**src/sv/angle_color_ramp_interpolator_macros.svh**
```systemverilog
// assertion macros for the angle colour ramp interpolator
`ifndef ANGLE_COLOR_RAMP_INTERPOLATOR_MACROS_SVH
`define ANGLE_COLOR_RAMP_INTERPOLATOR_MACROS_SVH

`ifndef SYNTHESIS

// same-cycle implication, sampled on clock, off during reset
`define ACRI_ASSERT_IMPLY(label, ante, cons) \
   label: assert property (@(posedge clock) disable iff (reset) (ante) |-> (cons)) \
      else $error("acri assertion failed");

// next-cycle implication, sampled on clock, off during reset
`define ACRI_ASSERT_NEXT(label, ante, cons) \
   label: assert property (@(posedge clock) disable iff (reset) (ante) |=> (cons)) \
      else $error("acri assertion failed");

`else

`define ACRI_ASSERT_IMPLY(label, ante, cons)
`define ACRI_ASSERT_NEXT(label, ante, cons)

`endif

`endif

```
**src/sv/acri_pkg.sv**
```systemverilog
// shared constants and types for the angle colour ramp interpolator
`default_nettype none

package acri_pkg;

   localparam int MAX_ANGLES = 8;
   localparam int ANGLE_W    = 16;
   localparam int CH_W       = 8;
   localparam int IDX_W      = 4;
   localparam int AIDX_W     = $clog2(MAX_ANGLES);
   localparam int W_W        = ANGLE_W + 1;
   localparam int PROD_W     = (CH_W + 1) + (W_W + 1);

   // long division: quotient bits resolved per pipeline stage
   localparam int DIV_STEPS  = 2;
   localparam int DIV_STAGES = ANGLE_W / DIV_STEPS;

   // edges from the accepting edge to the edge that takes the result
   localparam int RSP_LATENCY = DIV_STAGES + 5;

   localparam logic [IDX_W-1:0] MAX_IDX = IDX_W'(MAX_ANGLES);

   localparam logic KIND_WRITE = 1'b0;
   localparam logic KIND_QUERY = 1'b1;

   localparam int   CSR_ADDR_W          = 3;
   localparam int   CSR_DATA_W          = 32;
   localparam logic CSR_SEL_ANGLE_COUNT = 1'b0;

   typedef struct packed {
      logic [CH_W-1:0] red;
      logic [CH_W-1:0] green;
      logic [CH_W-1:0] blue;
   } rgb_type;

   // travels alongside the divider
   typedef struct packed {
      logic [IDX_W-1:0] seg;
      rgb_type          c1;
      rgb_type          c2;
      logic             force_zero;
      logic             force_one;
   } side_type;

endpackage

`default_nettype wire

```
**src/sv/angle_color_ramp_interpolator.sv**
```systemverilog
// top level: piecewise linear colour ramp over angle with pipelined interpolation
//
// A transaction is accepted at a rising edge with start high and busy low; busy
// is always low, so one transaction may be accepted at every edge. A write
// transaction (kind 0) loads one angle and colour entry of the table; at entry
// index eight only the colour is loaded, above eight nothing happens. A query
// transaction (kind 1) gives theta and yields one result: the blended colour
// and the segment found. Writes yield no result.
// A query passes through stages a, b and c, the divider stages, m and r; its result
// is on the rsp_ ports with rsp_valid high.
// Throughput is one transaction per cycle; the depth is set by the 16-bit
// weight division, two quotient bits per stage over eight stages.
// A write followed by a query at the next edge is seen by that query.
// angle_count is set over the apb-style port at byte address 0 and must only
// be written while no query is in flight. Reset clears angle_count and all
// valid bits in flight; table contents are undefined until written.
// The receiver cannot stall: each result is shown for exactly one cycle.
`default_nettype none

`include "angle_color_ramp_interpolator_macros.svh"

module angle_color_ramp_interpolator
   import acri_pkg::*;
(
   input  wire logic                  clock,
   input  wire logic                  reset,
   // command channel
   input  wire logic                  start,
   output logic                       busy,
   input  wire logic                  req_kind,
   input  wire logic [IDX_W-1:0]      req_entry_index,
   input  wire logic [ANGLE_W-1:0]    req_entry_angle,
   input  wire logic [CH_W-1:0]       req_entry_red,
   input  wire logic [CH_W-1:0]       req_entry_green,
   input  wire logic [CH_W-1:0]       req_entry_blue,
   input  wire logic [ANGLE_W-1:0]    req_theta,
   // result channel
   output logic                       rsp_valid,
   output logic [CH_W-1:0]            rsp_out_red,
   output logic [CH_W-1:0]            rsp_out_green,
   output logic [CH_W-1:0]            rsp_out_blue,
   output logic [IDX_W-1:0]           rsp_segment,
   // register port
   input  wire logic                  psel,
   input  wire logic                  penable,
   input  wire logic                  pwrite,
   input  wire logic [CSR_ADDR_W-1:0] paddr,
   input  wire logic [CSR_DATA_W-1:0] pwdata,
   output logic [CSR_DATA_W-1:0]      prdata,
   output logic                       pready
);

   // register port
   logic [IDX_W-1:0] angle_count_ff;
   logic             csr_write;

   assign pready    = 1'b1;
   assign csr_write = psel && penable && pwrite && pready &&
                      (paddr[2] == CSR_SEL_ANGLE_COUNT);

   always_ff @(posedge clock) begin
      if (reset) begin
         angle_count_ff <= '0;
      end else if (csr_write) begin
         angle_count_ff <= pwdata[IDX_W-1:0];
      end
   end

   always_comb begin
      prdata = '0;
      if (paddr[2] == CSR_SEL_ANGLE_COUNT) begin
         prdata = CSR_DATA_W'(angle_count_ff);
      end
   end

   assign busy = 1'b0;

   // tables
   logic [ANGLE_W-1:0] angle_table [MAX_ANGLES];
   rgb_type            color_table [MAX_ANGLES+1];

   // stage a: registered transaction
   logic               a_valid_ff;
   logic               a_valid_in;
   logic               a_kind_ff;
   logic [IDX_W-1:0]   a_index_ff;
   logic [ANGLE_W-1:0] a_angle_ff;
   rgb_type            a_rgb_ff;
   logic [ANGLE_W-1:0] a_theta_ff;

   assign a_valid_in = start && !busy;

   always_ff @(posedge clock) begin
      if (reset) begin
         a_valid_ff <= 1'b0;
      end else begin
         a_valid_ff <= a_valid_in;
      end
   end

   always_ff @(posedge clock) begin
      a_kind_ff  <= req_kind;
      a_index_ff <= req_entry_index;
      a_angle_ff <= req_entry_angle;
      a_rgb_ff   <= '{red: req_entry_red, green: req_entry_green, blue: req_entry_blue};
      a_theta_ff <= req_theta;
   end

   // table writes land at the end of stage a, after every earlier query has read
   always_ff @(posedge clock) begin
      if (a_valid_ff && (a_kind_ff == KIND_WRITE)) begin
         if (a_index_ff < MAX_IDX) begin
            angle_table[a_index_ff[AIDX_W-1:0]] <= a_angle_ff;
            color_table[a_index_ff]             <= a_rgb_ff;
         end else if (a_index_ff == MAX_IDX) begin
            color_table[a_index_ff] <= a_rgb_ff;
         end
      end
   end

   // stage a: parallel compares and first-match search
   logic [IDX_W-1:0]  count_used;
   logic [MAX_ANGLES-1:0] hit;
   logic              a_found;
   logic [AIDX_W-1:0] a_first;
   logic              b_valid_in;
   logic [IDX_W-1:0]  b_seg_in;

   assign count_used = (angle_count_ff > MAX_IDX) ? MAX_IDX : angle_count_ff;

   always_comb begin
      for (int i = 0; i < MAX_ANGLES; i++) begin
         hit[i] = (IDX_W'(i) < count_used) && (a_theta_ff <= angle_table[i]);
      end
   end

   always_comb begin
      a_found = 1'b0;
      a_first = '0;
      for (int i = MAX_ANGLES - 1; i >= 0; i--) begin
         if (hit[i]) begin
            a_found = 1'b1;
            a_first = AIDX_W'(i);
         end
      end
   end

   assign b_valid_in = a_valid_ff && (a_kind_ff == KIND_QUERY);
   assign b_seg_in   = a_found ? IDX_W'(a_first) : count_used;

   // stage b: fetch segment ends and colours
   logic               b_valid_ff;
   logic [IDX_W-1:0]   b_seg_ff;
   logic               b_found_ff;
   logic [ANGLE_W-1:0] b_theta_ff;

   always_ff @(posedge clock) begin
      if (reset) begin
         b_valid_ff <= 1'b0;
      end else begin
         b_valid_ff <= b_valid_in;
      end
   end

   always_ff @(posedge clock) begin
      b_seg_ff   <= b_seg_in;
      b_found_ff <= a_found;
      b_theta_ff <= a_theta_ff;
   end

   logic [IDX_W-1:0]   seg_prev;
   logic [IDX_W-1:0]   seg_upper;
   logic [ANGLE_W-1:0] hi_angle;
   logic [ANGLE_W-1:0] lo_angle;
   logic [ANGLE_W-1:0] c_num_in;
   logic [ANGLE_W-1:0] c_den_in;
   side_type           c_side_in;

   assign seg_prev  = b_seg_ff - IDX_W'(1);
   assign seg_upper = b_found_ff ? (b_seg_ff + IDX_W'(1)) : b_seg_ff;
   assign hi_angle  = angle_table[b_seg_ff[AIDX_W-1:0]];
   assign lo_angle  = (b_seg_ff == '0) ? '0 : angle_table[seg_prev[AIDX_W-1:0]];
   assign c_num_in  = b_theta_ff - lo_angle;
   assign c_den_in  = hi_angle - lo_angle;

   always_comb begin
      c_side_in.seg        = b_seg_ff;
      c_side_in.c1         = color_table[b_seg_ff];
      c_side_in.c2         = color_table[seg_upper];
      // past the last angle, or an empty segment: plain colour, weight zero
      c_side_in.force_zero = !b_found_ff || (c_den_in == '0);
      c_side_in.force_one  = b_found_ff && (c_den_in != '0) && (c_num_in == c_den_in);
   end

   // stage c: divider operands
   logic               c_valid_ff;
   logic [ANGLE_W-1:0] c_num_ff;
   logic [ANGLE_W-1:0] c_den_ff;
   side_type           c_side_ff;

   always_ff @(posedge clock) begin
      if (reset) begin
         c_valid_ff <= 1'b0;
      end else begin
         c_valid_ff <= b_valid_ff;
      end
   end

   always_ff @(posedge clock) begin
      c_num_ff  <= c_num_in;
      c_den_ff  <= c_den_in;
      c_side_ff <= c_side_in;
   end

   logic           d_valid;
   logic [W_W-1:0] d_weight;
   side_type       d_side;

   acri_div_pipe u_div (
      .clock      (clock),
      .reset      (reset),
      .in_valid   (c_valid_ff),
      .in_num     (c_num_ff),
      .in_den     (c_den_ff),
      .in_side    (c_side_ff),
      .out_valid  (d_valid),
      .out_weight (d_weight),
      .out_side   (d_side)
   );

   // stage m: (c2 - c1) * w per channel
   logic                     m_valid_ff;
   logic signed [PROD_W-1:0] m_prod_red_ff;
   logic signed [PROD_W-1:0] m_prod_green_ff;
   logic signed [PROD_W-1:0] m_prod_blue_ff;
   rgb_type                  m_c1_ff;
   logic [IDX_W-1:0]         m_seg_ff;
   logic signed [PROD_W-1:0] m_prod_red_in;
   logic signed [PROD_W-1:0] m_prod_green_in;
   logic signed [PROD_W-1:0] m_prod_blue_in;
   logic signed [W_W:0]      weight_s;

   assign weight_s = $signed({1'b0, d_weight});

   function automatic logic signed [CH_W:0] chan_diff(input logic [CH_W-1:0] c1,
                                                      input logic [CH_W-1:0] c2);
      return $signed({1'b0, c2}) - $signed({1'b0, c1});
   endfunction

   assign m_prod_red_in   = PROD_W'(chan_diff(d_side.c1.red, d_side.c2.red)) *
                            PROD_W'(weight_s);
   assign m_prod_green_in = PROD_W'(chan_diff(d_side.c1.green, d_side.c2.green)) *
                            PROD_W'(weight_s);
   assign m_prod_blue_in  = PROD_W'(chan_diff(d_side.c1.blue, d_side.c2.blue)) *
                            PROD_W'(weight_s);

   always_ff @(posedge clock) begin
      if (reset) begin
         m_valid_ff <= 1'b0;
      end else begin
         m_valid_ff <= d_valid;
      end
   end

   always_ff @(posedge clock) begin
      m_prod_red_ff   <= m_prod_red_in;
      m_prod_green_ff <= m_prod_green_in;
      m_prod_blue_ff  <= m_prod_blue_in;
      m_c1_ff         <= d_side.c1;
      m_seg_ff        <= d_side.seg;
   end

   // stage r: c1 * 65536 + product, rounded to nearest
   function automatic logic [CH_W-1:0] blend_round(input logic [CH_W-1:0]          c1,
                                                   input logic signed [PROD_W-1:0] prod);
      logic signed [PROD_W-1:0] acc;
      acc = $signed({{(PROD_W-CH_W-ANGLE_W){1'b0}}, c1, {ANGLE_W{1'b0}}}) + prod +
            $signed(PROD_W'(1 << (ANGLE_W - 1)));
      return acc[ANGLE_W+CH_W-1:ANGLE_W];
   endfunction

   logic             rsp_valid_ff;
   logic [CH_W-1:0]  rsp_red_ff;
   logic [CH_W-1:0]  rsp_green_ff;
   logic [CH_W-1:0]  rsp_blue_ff;
   logic [IDX_W-1:0] rsp_seg_ff;
   logic [CH_W-1:0]  rsp_red_in;
   logic [CH_W-1:0]  rsp_green_in;
   logic [CH_W-1:0]  rsp_blue_in;

   assign rsp_red_in   = blend_round(m_c1_ff.red,   m_prod_red_ff);
   assign rsp_green_in = blend_round(m_c1_ff.green, m_prod_green_ff);
   assign rsp_blue_in  = blend_round(m_c1_ff.blue,  m_prod_blue_ff);

   always_ff @(posedge clock) begin
      if (reset) begin
         rsp_valid_ff <= 1'b0;
      end else begin
         rsp_valid_ff <= m_valid_ff;
      end
   end

   always_ff @(posedge clock) begin
      rsp_red_ff   <= rsp_red_in;
      rsp_green_ff <= rsp_green_in;
      rsp_blue_ff  <= rsp_blue_in;
      rsp_seg_ff   <= m_seg_ff;
   end

   assign rsp_valid     = rsp_valid_ff;
   assign rsp_out_red   = rsp_red_ff;
   assign rsp_out_green = rsp_green_ff;
   assign rsp_out_blue  = rsp_blue_ff;
   assign rsp_segment   = rsp_seg_ff;

   // checks
   `ACRI_ASSERT_IMPLY(a_rsp_from_query, rsp_valid,
      $past(start && !busy && (req_kind == KIND_QUERY), RSP_LATENCY))
   `ACRI_ASSERT_IMPLY(a_segment_in_range, rsp_valid, rsp_segment <= MAX_IDX)
   `ACRI_ASSERT_NEXT(a_count_written, csr_write,
      angle_count_ff == $past(pwdata[IDX_W-1:0]))

endmodule

`default_nettype wire

```
**src/sv/acri_div_pipe.sv**
```systemverilog
// pipelined restoring divider producing the q1.16 blend weight
`default_nettype none

module acri_div_pipe
   import acri_pkg::*;
(
   input  wire logic               clock,
   input  wire logic               reset,
   input  wire logic               in_valid,
   input  wire logic [ANGLE_W-1:0] in_num,
   input  wire logic [ANGLE_W-1:0] in_den,
   input  wire side_type           in_side,
   output logic                    out_valid,
   output logic [W_W-1:0]          out_weight,
   output side_type                out_side
);

   logic               valid_ff [DIV_STAGES];
   logic [ANGLE_W-1:0] quo_ff   [DIV_STAGES];
   logic [ANGLE_W-1:0] den_ff   [DIV_STAGES];
   side_type           side_ff  [DIV_STAGES];
   logic [ANGLE_W-1:0] rem_ff   [DIV_STAGES-1];

   for (genvar s = 0; s < DIV_STAGES; s++) begin : g_stage
      logic               st_valid;
      logic [ANGLE_W-1:0] st_rem;
      logic [ANGLE_W-1:0] st_quo;
      logic [ANGLE_W-1:0] st_den;
      side_type           st_side;
      logic [ANGLE_W-1:0] rem_in;
      logic [ANGLE_W-1:0] quo_in;

      if (s == 0) begin : g_first
         // the numerator is used as the starting remainder; when it equals the divisor, force_one sets the weight
         assign st_valid = in_valid;
         assign st_rem   = in_num;
         assign st_quo   = '0;
         assign st_den   = in_den;
         assign st_side  = in_side;
      end else begin : g_next
         assign st_valid = valid_ff[s-1];
         assign st_rem   = rem_ff[s-1];
         assign st_quo   = quo_ff[s-1];
         assign st_den   = den_ff[s-1];
         assign st_side  = side_ff[s-1];
      end

      always_comb begin
         logic [ANGLE_W:0]   r2;
         logic [ANGLE_W-1:0] r;
         logic [ANGLE_W-1:0] q;
         logic [ANGLE_W-1:0] half;
         // low dividend bits are the rounding term den/2
         half = st_den >> 1;
         r    = st_rem;
         q    = st_quo;
         for (int j = 0; j < DIV_STEPS; j++) begin
            r2 = {r, half[ANGLE_W-1-s*DIV_STEPS-j]};
            if (r2 >= {1'b0, st_den}) begin
               r = ANGLE_W'(r2 - {1'b0, st_den});
               q[ANGLE_W-1-s*DIV_STEPS-j] = 1'b1;
            end else begin
               r = r2[ANGLE_W-1:0];
            end
         end
         rem_in = r;
         quo_in = q;
      end

      always_ff @(posedge clock) begin
         if (reset) begin
            valid_ff[s] <= 1'b0;
         end else begin
            valid_ff[s] <= st_valid;
         end
      end

      always_ff @(posedge clock) begin
         quo_ff[s]  <= quo_in;
         den_ff[s]  <= st_den;
         side_ff[s] <= st_side;
      end

      if (s < DIV_STAGES - 1) begin : g_rem
         always_ff @(posedge clock) begin
            rem_ff[s] <= rem_in;
         end
      end
   end

   assign out_valid = valid_ff[DIV_STAGES-1];
   assign out_side  = side_ff[DIV_STAGES-1];

   always_comb begin
      if (side_ff[DIV_STAGES-1].force_zero) begin
         out_weight = '0;
      end else if (side_ff[DIV_STAGES-1].force_one) begin
         out_weight = {1'b1, {ANGLE_W{1'b0}}};
      end else begin
         out_weight = {1'b0, quo_ff[DIV_STAGES-1]};
      end
   end

endmodule

`default_nettype wire

```
**config.mk**
```make
export PLATFORM = sky130hd
export DESIGN_NAME = angle_color_ramp_interpolator
export DESIGN_NICKNAME = d
export VERILOG_FILES = /design/src/sv/acri_pkg.sv /design/src/sv/angle_color_ramp_interpolator.sv /design/src/sv/acri_div_pipe.sv
export VERILOG_INCLUDE_DIRS = /design/src /design/src/sv
export SDC_FILE = /design/constraint.sdc
export NUM_CORES = 2
export LEC_CHECK = 0
export ABC_AREA = 1
export BUFFER_PORTS_ARGS = -buffer_cell sky130_fd_sc_hd__clkbuf_2
export CORE_ASPECT_RATIO = 0.75
export CORE_MARGIN = 4
export CORE_UTILIZATION = 64
export DETAILED_ROUTE_END_ITERATION = 7
export GPL_TIMING_DRIVEN = 0
export PLACE_DENSITY = 0.9
export REMOVE_ABC_BUFFERS = 1
export SYNTH_ARGS = -nofsm -noshare
export SYNTH_HDL_FRONTEND = slang
export SYNTH_SLANG_ARGS = --single-unit
```
**constraint.sdc**
```tcl
create_clock -name clock -period 6.55 [get_ports clock]
set_input_delay 1.31 -clock clock [delete_from_list [all_inputs] [get_ports clock]]
set_output_delay 1.31 -clock clock [all_outputs]
set_load 0.01 [all_outputs]
```
* Word level (Yosys, flattened, before mapping) *
Memories as Yosys holds them, arrays and structs flattened. A register that Yosys moved wholly into a read port is not among the register bits.
Index checks and enable logic that the tools add are counted.

word-level totals
  ROM bits = 0
  RAM bits = 1152
  word-level logic and storage cells = 210
  memories = 7
  register bits = 256
  bits in latches = 0

memory list
  name             depth  width  rd ports  clocked after memory_dff  write ports  RTL line                             text
  u_div.side_ff    8      54     8         0                         8            acri_div_pipe.sv:21                  side_type side_ff [DIV_STAGES];
  color_table      9      24     2         2                         1            angle_color_ramp_interpolator.sv:80  rgb_type color_table [MAX_ANGLES+1];
  angle_table      8      16     10        1                         1            angle_color_ramp_interpolator.sv:79  logic [ANGLE_W-1:0] angle_table [MAX_ANGLES];
  u_div.den_ff     8      16     7         0                         8            acri_div_pipe.sv:20                  logic [ANGLE_W-1:0] den_ff [DIV_STAGES];
  u_div.quo_ff     8      16     8         0                         8            acri_div_pipe.sv:19                  logic [ANGLE_W-1:0] quo_ff [DIV_STAGES];
  u_div.rem_ff     7      16     7         0                         7            acri_div_pipe.sv:22                  logic [ANGLE_W-1:0] rem_ff [DIV_STAGES-1];
  1 more memories  --     --     --        --                        --           --

cells by class
  bitwise operators = 11
  divide/modulo/power cells = 0
  multipliers = 3
  muxes and demuxes = 73
  order comparisons = 34
  equality and inequality tests = 2
  reduce and logical (&&, ||, !) cells = 20
  shift-type cells = 0
  add/sub/neg operators = 28

operator list
  cell                      number
  $ge A17 B16 Y1            16
  $sub A16 B16 Y16          17
  $mux W16                  16
  $le A16 B16 Y1            8
  $add A24 B17 Y24 const B  3
  $add A24 B24 Y24          3
  $mul A9 B18 Y24           3
  $mux W1                   42
  $mux W17                  2
  $mux W3                   9
  $sub A8 B8 Y9             3
  $mux W24                  1
  $eq A16 B16 Y1            1
  $logic_not A16 Y1         1
  $lt A3 B4 Y1 const A      4
  $reduce_bool A16 Y1       1
  $logic_and A1 B1 Y1       15
  $mux W4                   3
  $or A1 B1 Y1              9
  $lt A1 B4 Y1 const A      2
  $lt A2 B4 Y1 const A      2
  $add A4 B1 Y4 const B     1
  $eq A4 B4 Y1 const B      1
  $gt A4 B4 Y1 const B      1
  6 further kinds           7

* Longest topological paths before layout *
  depth after elaboration = 13
  depth in mapped cells = 30
  depth with buffers taken out = 30

* Modules after synthesis *
Synthesis repeated with hierarchy kept, for this count alone.

second synthesis, totals
  cells, all modules = 8598
  area, all modules = 73595.6 um^2

by module, submodules not included
  module                         area each (um^2)  instances  cells an instance  sequential area each (um^2)
  angle_color_ramp_interpolator  42353.1           1          4788               15534.9
  acri_div_pipe                  31242.5           1          3810               14734.1

* Least setup slack after synthesis *
Ideal clock, no wire load.

  path kind = register to register
  start point = mem u_div.side_ff[1][164] (netlist name)
  end point = reg m_prod_blue_ff[22]
  required time = 6431 ps
  cell stages (with the launch flop) = 25
  library setup time = 119 ps
  period minus slack after synthesis = 5698 ps
  path slack = 852 ps
  path buffers = 1
  arrival = 5580 ps
  cells stage by stage = dfxtp_1 > inv_1 > ha_1 > fa_1 > o21ai_1 > nand3_1 > o21ai_1 > clkbuf_1 > nor2_1 > fa_1 > inv_1 > fa_1 > inv_1 > fa_1 > inv_1 > fa_1 > inv_1 > ha_1 > ha_1 > nand2_1 > nor3_1 > nor3b_1 > a221oi_1 > nand2_1 > xor2_1

RTL lines
  element                 RTL line                              text
  start: declaration      acri_div_pipe.sv:21
  end signal: assignment  angle_color_ramp_interpolator.sv:268  m_prod_blue_ff <= m_prod_blue_in;
  end: declaration        angle_color_ramp_interpolator.sv:235  logic signed [PROD_W-1:0] m_prod_blue_ff;

==> impl_metrics.csv <==
group,metric,value,unit
cells_and_area,finalNonFillerCells,9787,
run,drv_cap,0,
synthesis,ys.flop_type,"dfxtp_1",
setup_path,start_kind,"register",
sta,hold_violations,0,
routing,wl,207300,um
synthesis,postSynthAreaPerCell,8.907,sq um
min_path,hold_class,"reg -> reg",
sta,fmax,0.1499,GHz
global_routing,gr-total-overflow,0,
routing,vias,59830,
clock_network,hold_buffers,0,
setup_path,rr_worst_depth,23,
sta,drv_slew,0,
routing,drc,0,
sta,fin_skew,89.18,ps
routing,antenna_left,0,
global_routing,grt_pass1_vias,58810,
routing,detail_route.wl_per_cell,21.18,um
clock_network,htree_levels,3,
cells_and_area,syn_to_final_growth,9.714,%
routing,vias_per_cell,6.113,
place,dpl.cell_count,9509,
clock_network,cts-root-buf,"clkbuf_16",
synthesis,synth_seq_cells,1340,
synthesis,synth_edf_count,344,
min_path,hold-path-cell-count,0,
global_routing,track_usage,33.40,%
sta,min_period,6672,ps
global_routing,antenna_found_initial,5,
sta,slew_headroom,19.56,%
setup_path,worstPathMaxFanout,5,
sta,fin_ws,-122.2,ps
synthesis,synthTopCellsByArea,"dfxtp_1 (28%), edfxtp_1 (14%), ha_1 (11%)",
place,portBuffers,104,
cells_and_area,fin_nets,9229,
sta,fin_crit_sh,101.9,%
synthesis,synth.top_cell.area_share,27.71,%
floorplan,die_area,117900,sq um
floorplan,die_x,395.2,um
synthesis,synth_seq_area_share,42.06,%
sta,setup_tns,-428.3,ps
routing,drt-initial-drc-count,7614,
global_routing,grt_max_degree,126,
global_routing,grt_pass1_wl,314200,um
synthesis,synth_cells,8079,
cells_and_area,fill_cells,7637,
cells_and_area,fin_util,70.78,%
synthesis,ys_warn_count,0,
place,gp_congestion,0.9483,
clock_network,clk_latency,780,ps
cells_and_area,drive_gt1_share,7.070,%
setup_path,critPathRequiredTime,7210,ps
setup_path,end_kind,"register",
floorplan,initial_core_util,64.52,%
run_status,status,"complete, but fails checks",
floorplan,core-area,111500,sq um
run_status,violations,"setup timing",
sta,setup_viol,4,
floorplan,io_pins,165,
synthesis,async_flop_share,0,%
synthesis,synth_top_cell_by_area,"dfxtp_1",
clock_network,numCtsBuffers,116,
clock_network,clock-sinks,1340,
routing,dr.pass1.iters,8,
place,hpwl,140600,um
clock_network,cts_max_path_buffers,3,
synthesis,synth_area,71960,sq um
setup_path,arrival,7330,ps
setup_path,worstSetupPathType,"reg -> reg",
sta,tightest_slew,1204,ps
floorplan,die_h,298.4,um
clock_network,cts_tree,"done",
floorplan,rows,106,
clock_network,clk_pin_slew,100,ps
synthesis,synth_cell_types,71,
sta,grt_setup_unrepaired,"true",
[per-layer routing]
layer  wire length (um)  vias up  GRT usage, %
met1              79070    27650         43.82
met5                  0        -             0
li1                   -    26720             -
met4              11640        0         14.63
met3              24870     1125         8.124
met2              91750     4333         53.00
[kinds of logic after synthesis]
group | after synthesis | share of synthesized area (%)
simple gates | 2729 | 15.78
compound gates | 1480 | 11.43
flops | 1340 | 42.06
buf+inv | 1286 | 7.066
fa+ha+maj | 955 | 20.13
xor+xnor | 287 | 3.519
other cells | 2 | 0.01044
[registers in the layout, summed over array words and instances (netlist names), 8 cells and up]
signal and flops:
m_prod_red_ff 9, angle_table 128, a_theta_ff 16, u_div.rem_ff 112, a_rgb_ff 24, m_prod_blue_ff 9, u_div.valid_ff 8, m_c1_ff 24
m_prod_green_ff 9, c_num_ff 16, rsp_out_red 8, c_den_ff 16, u_div.den_ff 112, u_div.quo_ff 72, rsp_out_green 8, a_angle_ff 16
c_side_ff 54, b_theta_ff 16, rsp_out_blue 8, color_table 216, u_div.side_ff 432
[per-stage QoR]
stage | hold WS (ps) | setup slack, ps | instance area [sq um]
6_report | 293.2 | -122.2 | 78950
2_1_floorplan | 309.6 | -5833 | 70840
3_5_place_dp | 312.1 | -628.0 | 74180
5_1_grt | 304.5 | -277.8 | 78950
3_3_place_gp | 309.7 | -14020 | 73250
4_1_cts | 301.0 | 56.66 | 78350
[final cells by class]
type / count / area [sq um] / share of cell area (%)
well taps: 1512 / 1892 / 2.396
diodes: 1 / 2.502 / 0.003170
repair inverters: 2 / 12.51 / 0.01585
repair buffers: 205 / 1722 / 2.181
flip-flops and latches: 1340 / 30280 / 38.35
clock inverters: 45 / 520.5 / 0.6593
inverters: 1026 / 3951 / 5.005
clock buffers: 175 / 3493 / 4.425
multi-input cells: 5481 / 37080 / 46.97
[worst max-delay path: stages, from the launching register on]
cell and delay, ps:
dfxtp_1 330, inv_1 80, ha_1 210, fa_2 400, nand3b_1 210, nand2_1 200
xor2_2 350, clkinvlp_4 290, buf_4 200, buf_4 140, nor2_1 160, fa_1 500
fa_1 480, fa_1 540, fa_1 510, ha_1 340, ha_1 380, a21oi_1 300
o21ai_0 190, a21oi_1 190, nand2_1 180, nand2_1 110, nand2_1 70, xor2_1 160
[cell usage in the layout, fill, tap and decap left out, types with 40 or more instances in the layout]
cell	n
nor2_1	540
inv_1	978
a21o_1	49
o21ai_1	55
buf_4	65
o21ai_0	537
ha_1	615
nor3_1	46
xnor2_1	126
clkbuf_2	104
clkbuf_16	123
edfxtp_1	344
fa_1	336
o211ai_1	40
xor2_1	149
dfxtp_1	993
a31oi_1	42
a21oi_1	591
nand2_1	1540
nand3_1	425
nand4_1	50
[synth_stat cells (20+ instances only)]
master and number:
a21o_1 49, buf_1 25, a221oi_1 20, fa_1 338
o21a_1 26, xor2_1 157, o21ai_1 59, o21bai_1 22
dfxtp_1 996, buf_2 37, nor3_1 51, nor4_1 20
o211ai_1 40, nand3_1 426, edfxtp_1 344, nand2_1 1556
inv_1 1000, a21oi_1 593, buf_4 38, nor2_1 548
clkbuf_1 153, a31oi_1 42, nand4_1 50, o21ai_0 537
xnor2_1 129, ha_1 617
[final timing paths]
kind,start,end,slack (ps)
max reg2reg,u_div.side_ff[1][172],m_prod_green_ff[21],-120
max,u_div.side_ff[1][172],m_prod_green_ff[21],-120
min reg2reg,u_div.side_ff[1][153],u_div.side_ff[1][207],290
min,u_div.side_ff[1][153],u_div.side_ff[1][207],290
[repair_timing]
item | 4_1_cts | 5_1_grt
resized for setup | 14 | 52
setup buffers | 9 | 46
gates cloned | 1 | 1
endpoints found under the setup margin | 29 | 23
pin swaps | 1 | 5
Power is left out: the tool's default activity adds up to more than one toggle a clock period on the data nets, which glitch-free logic cannot reach.
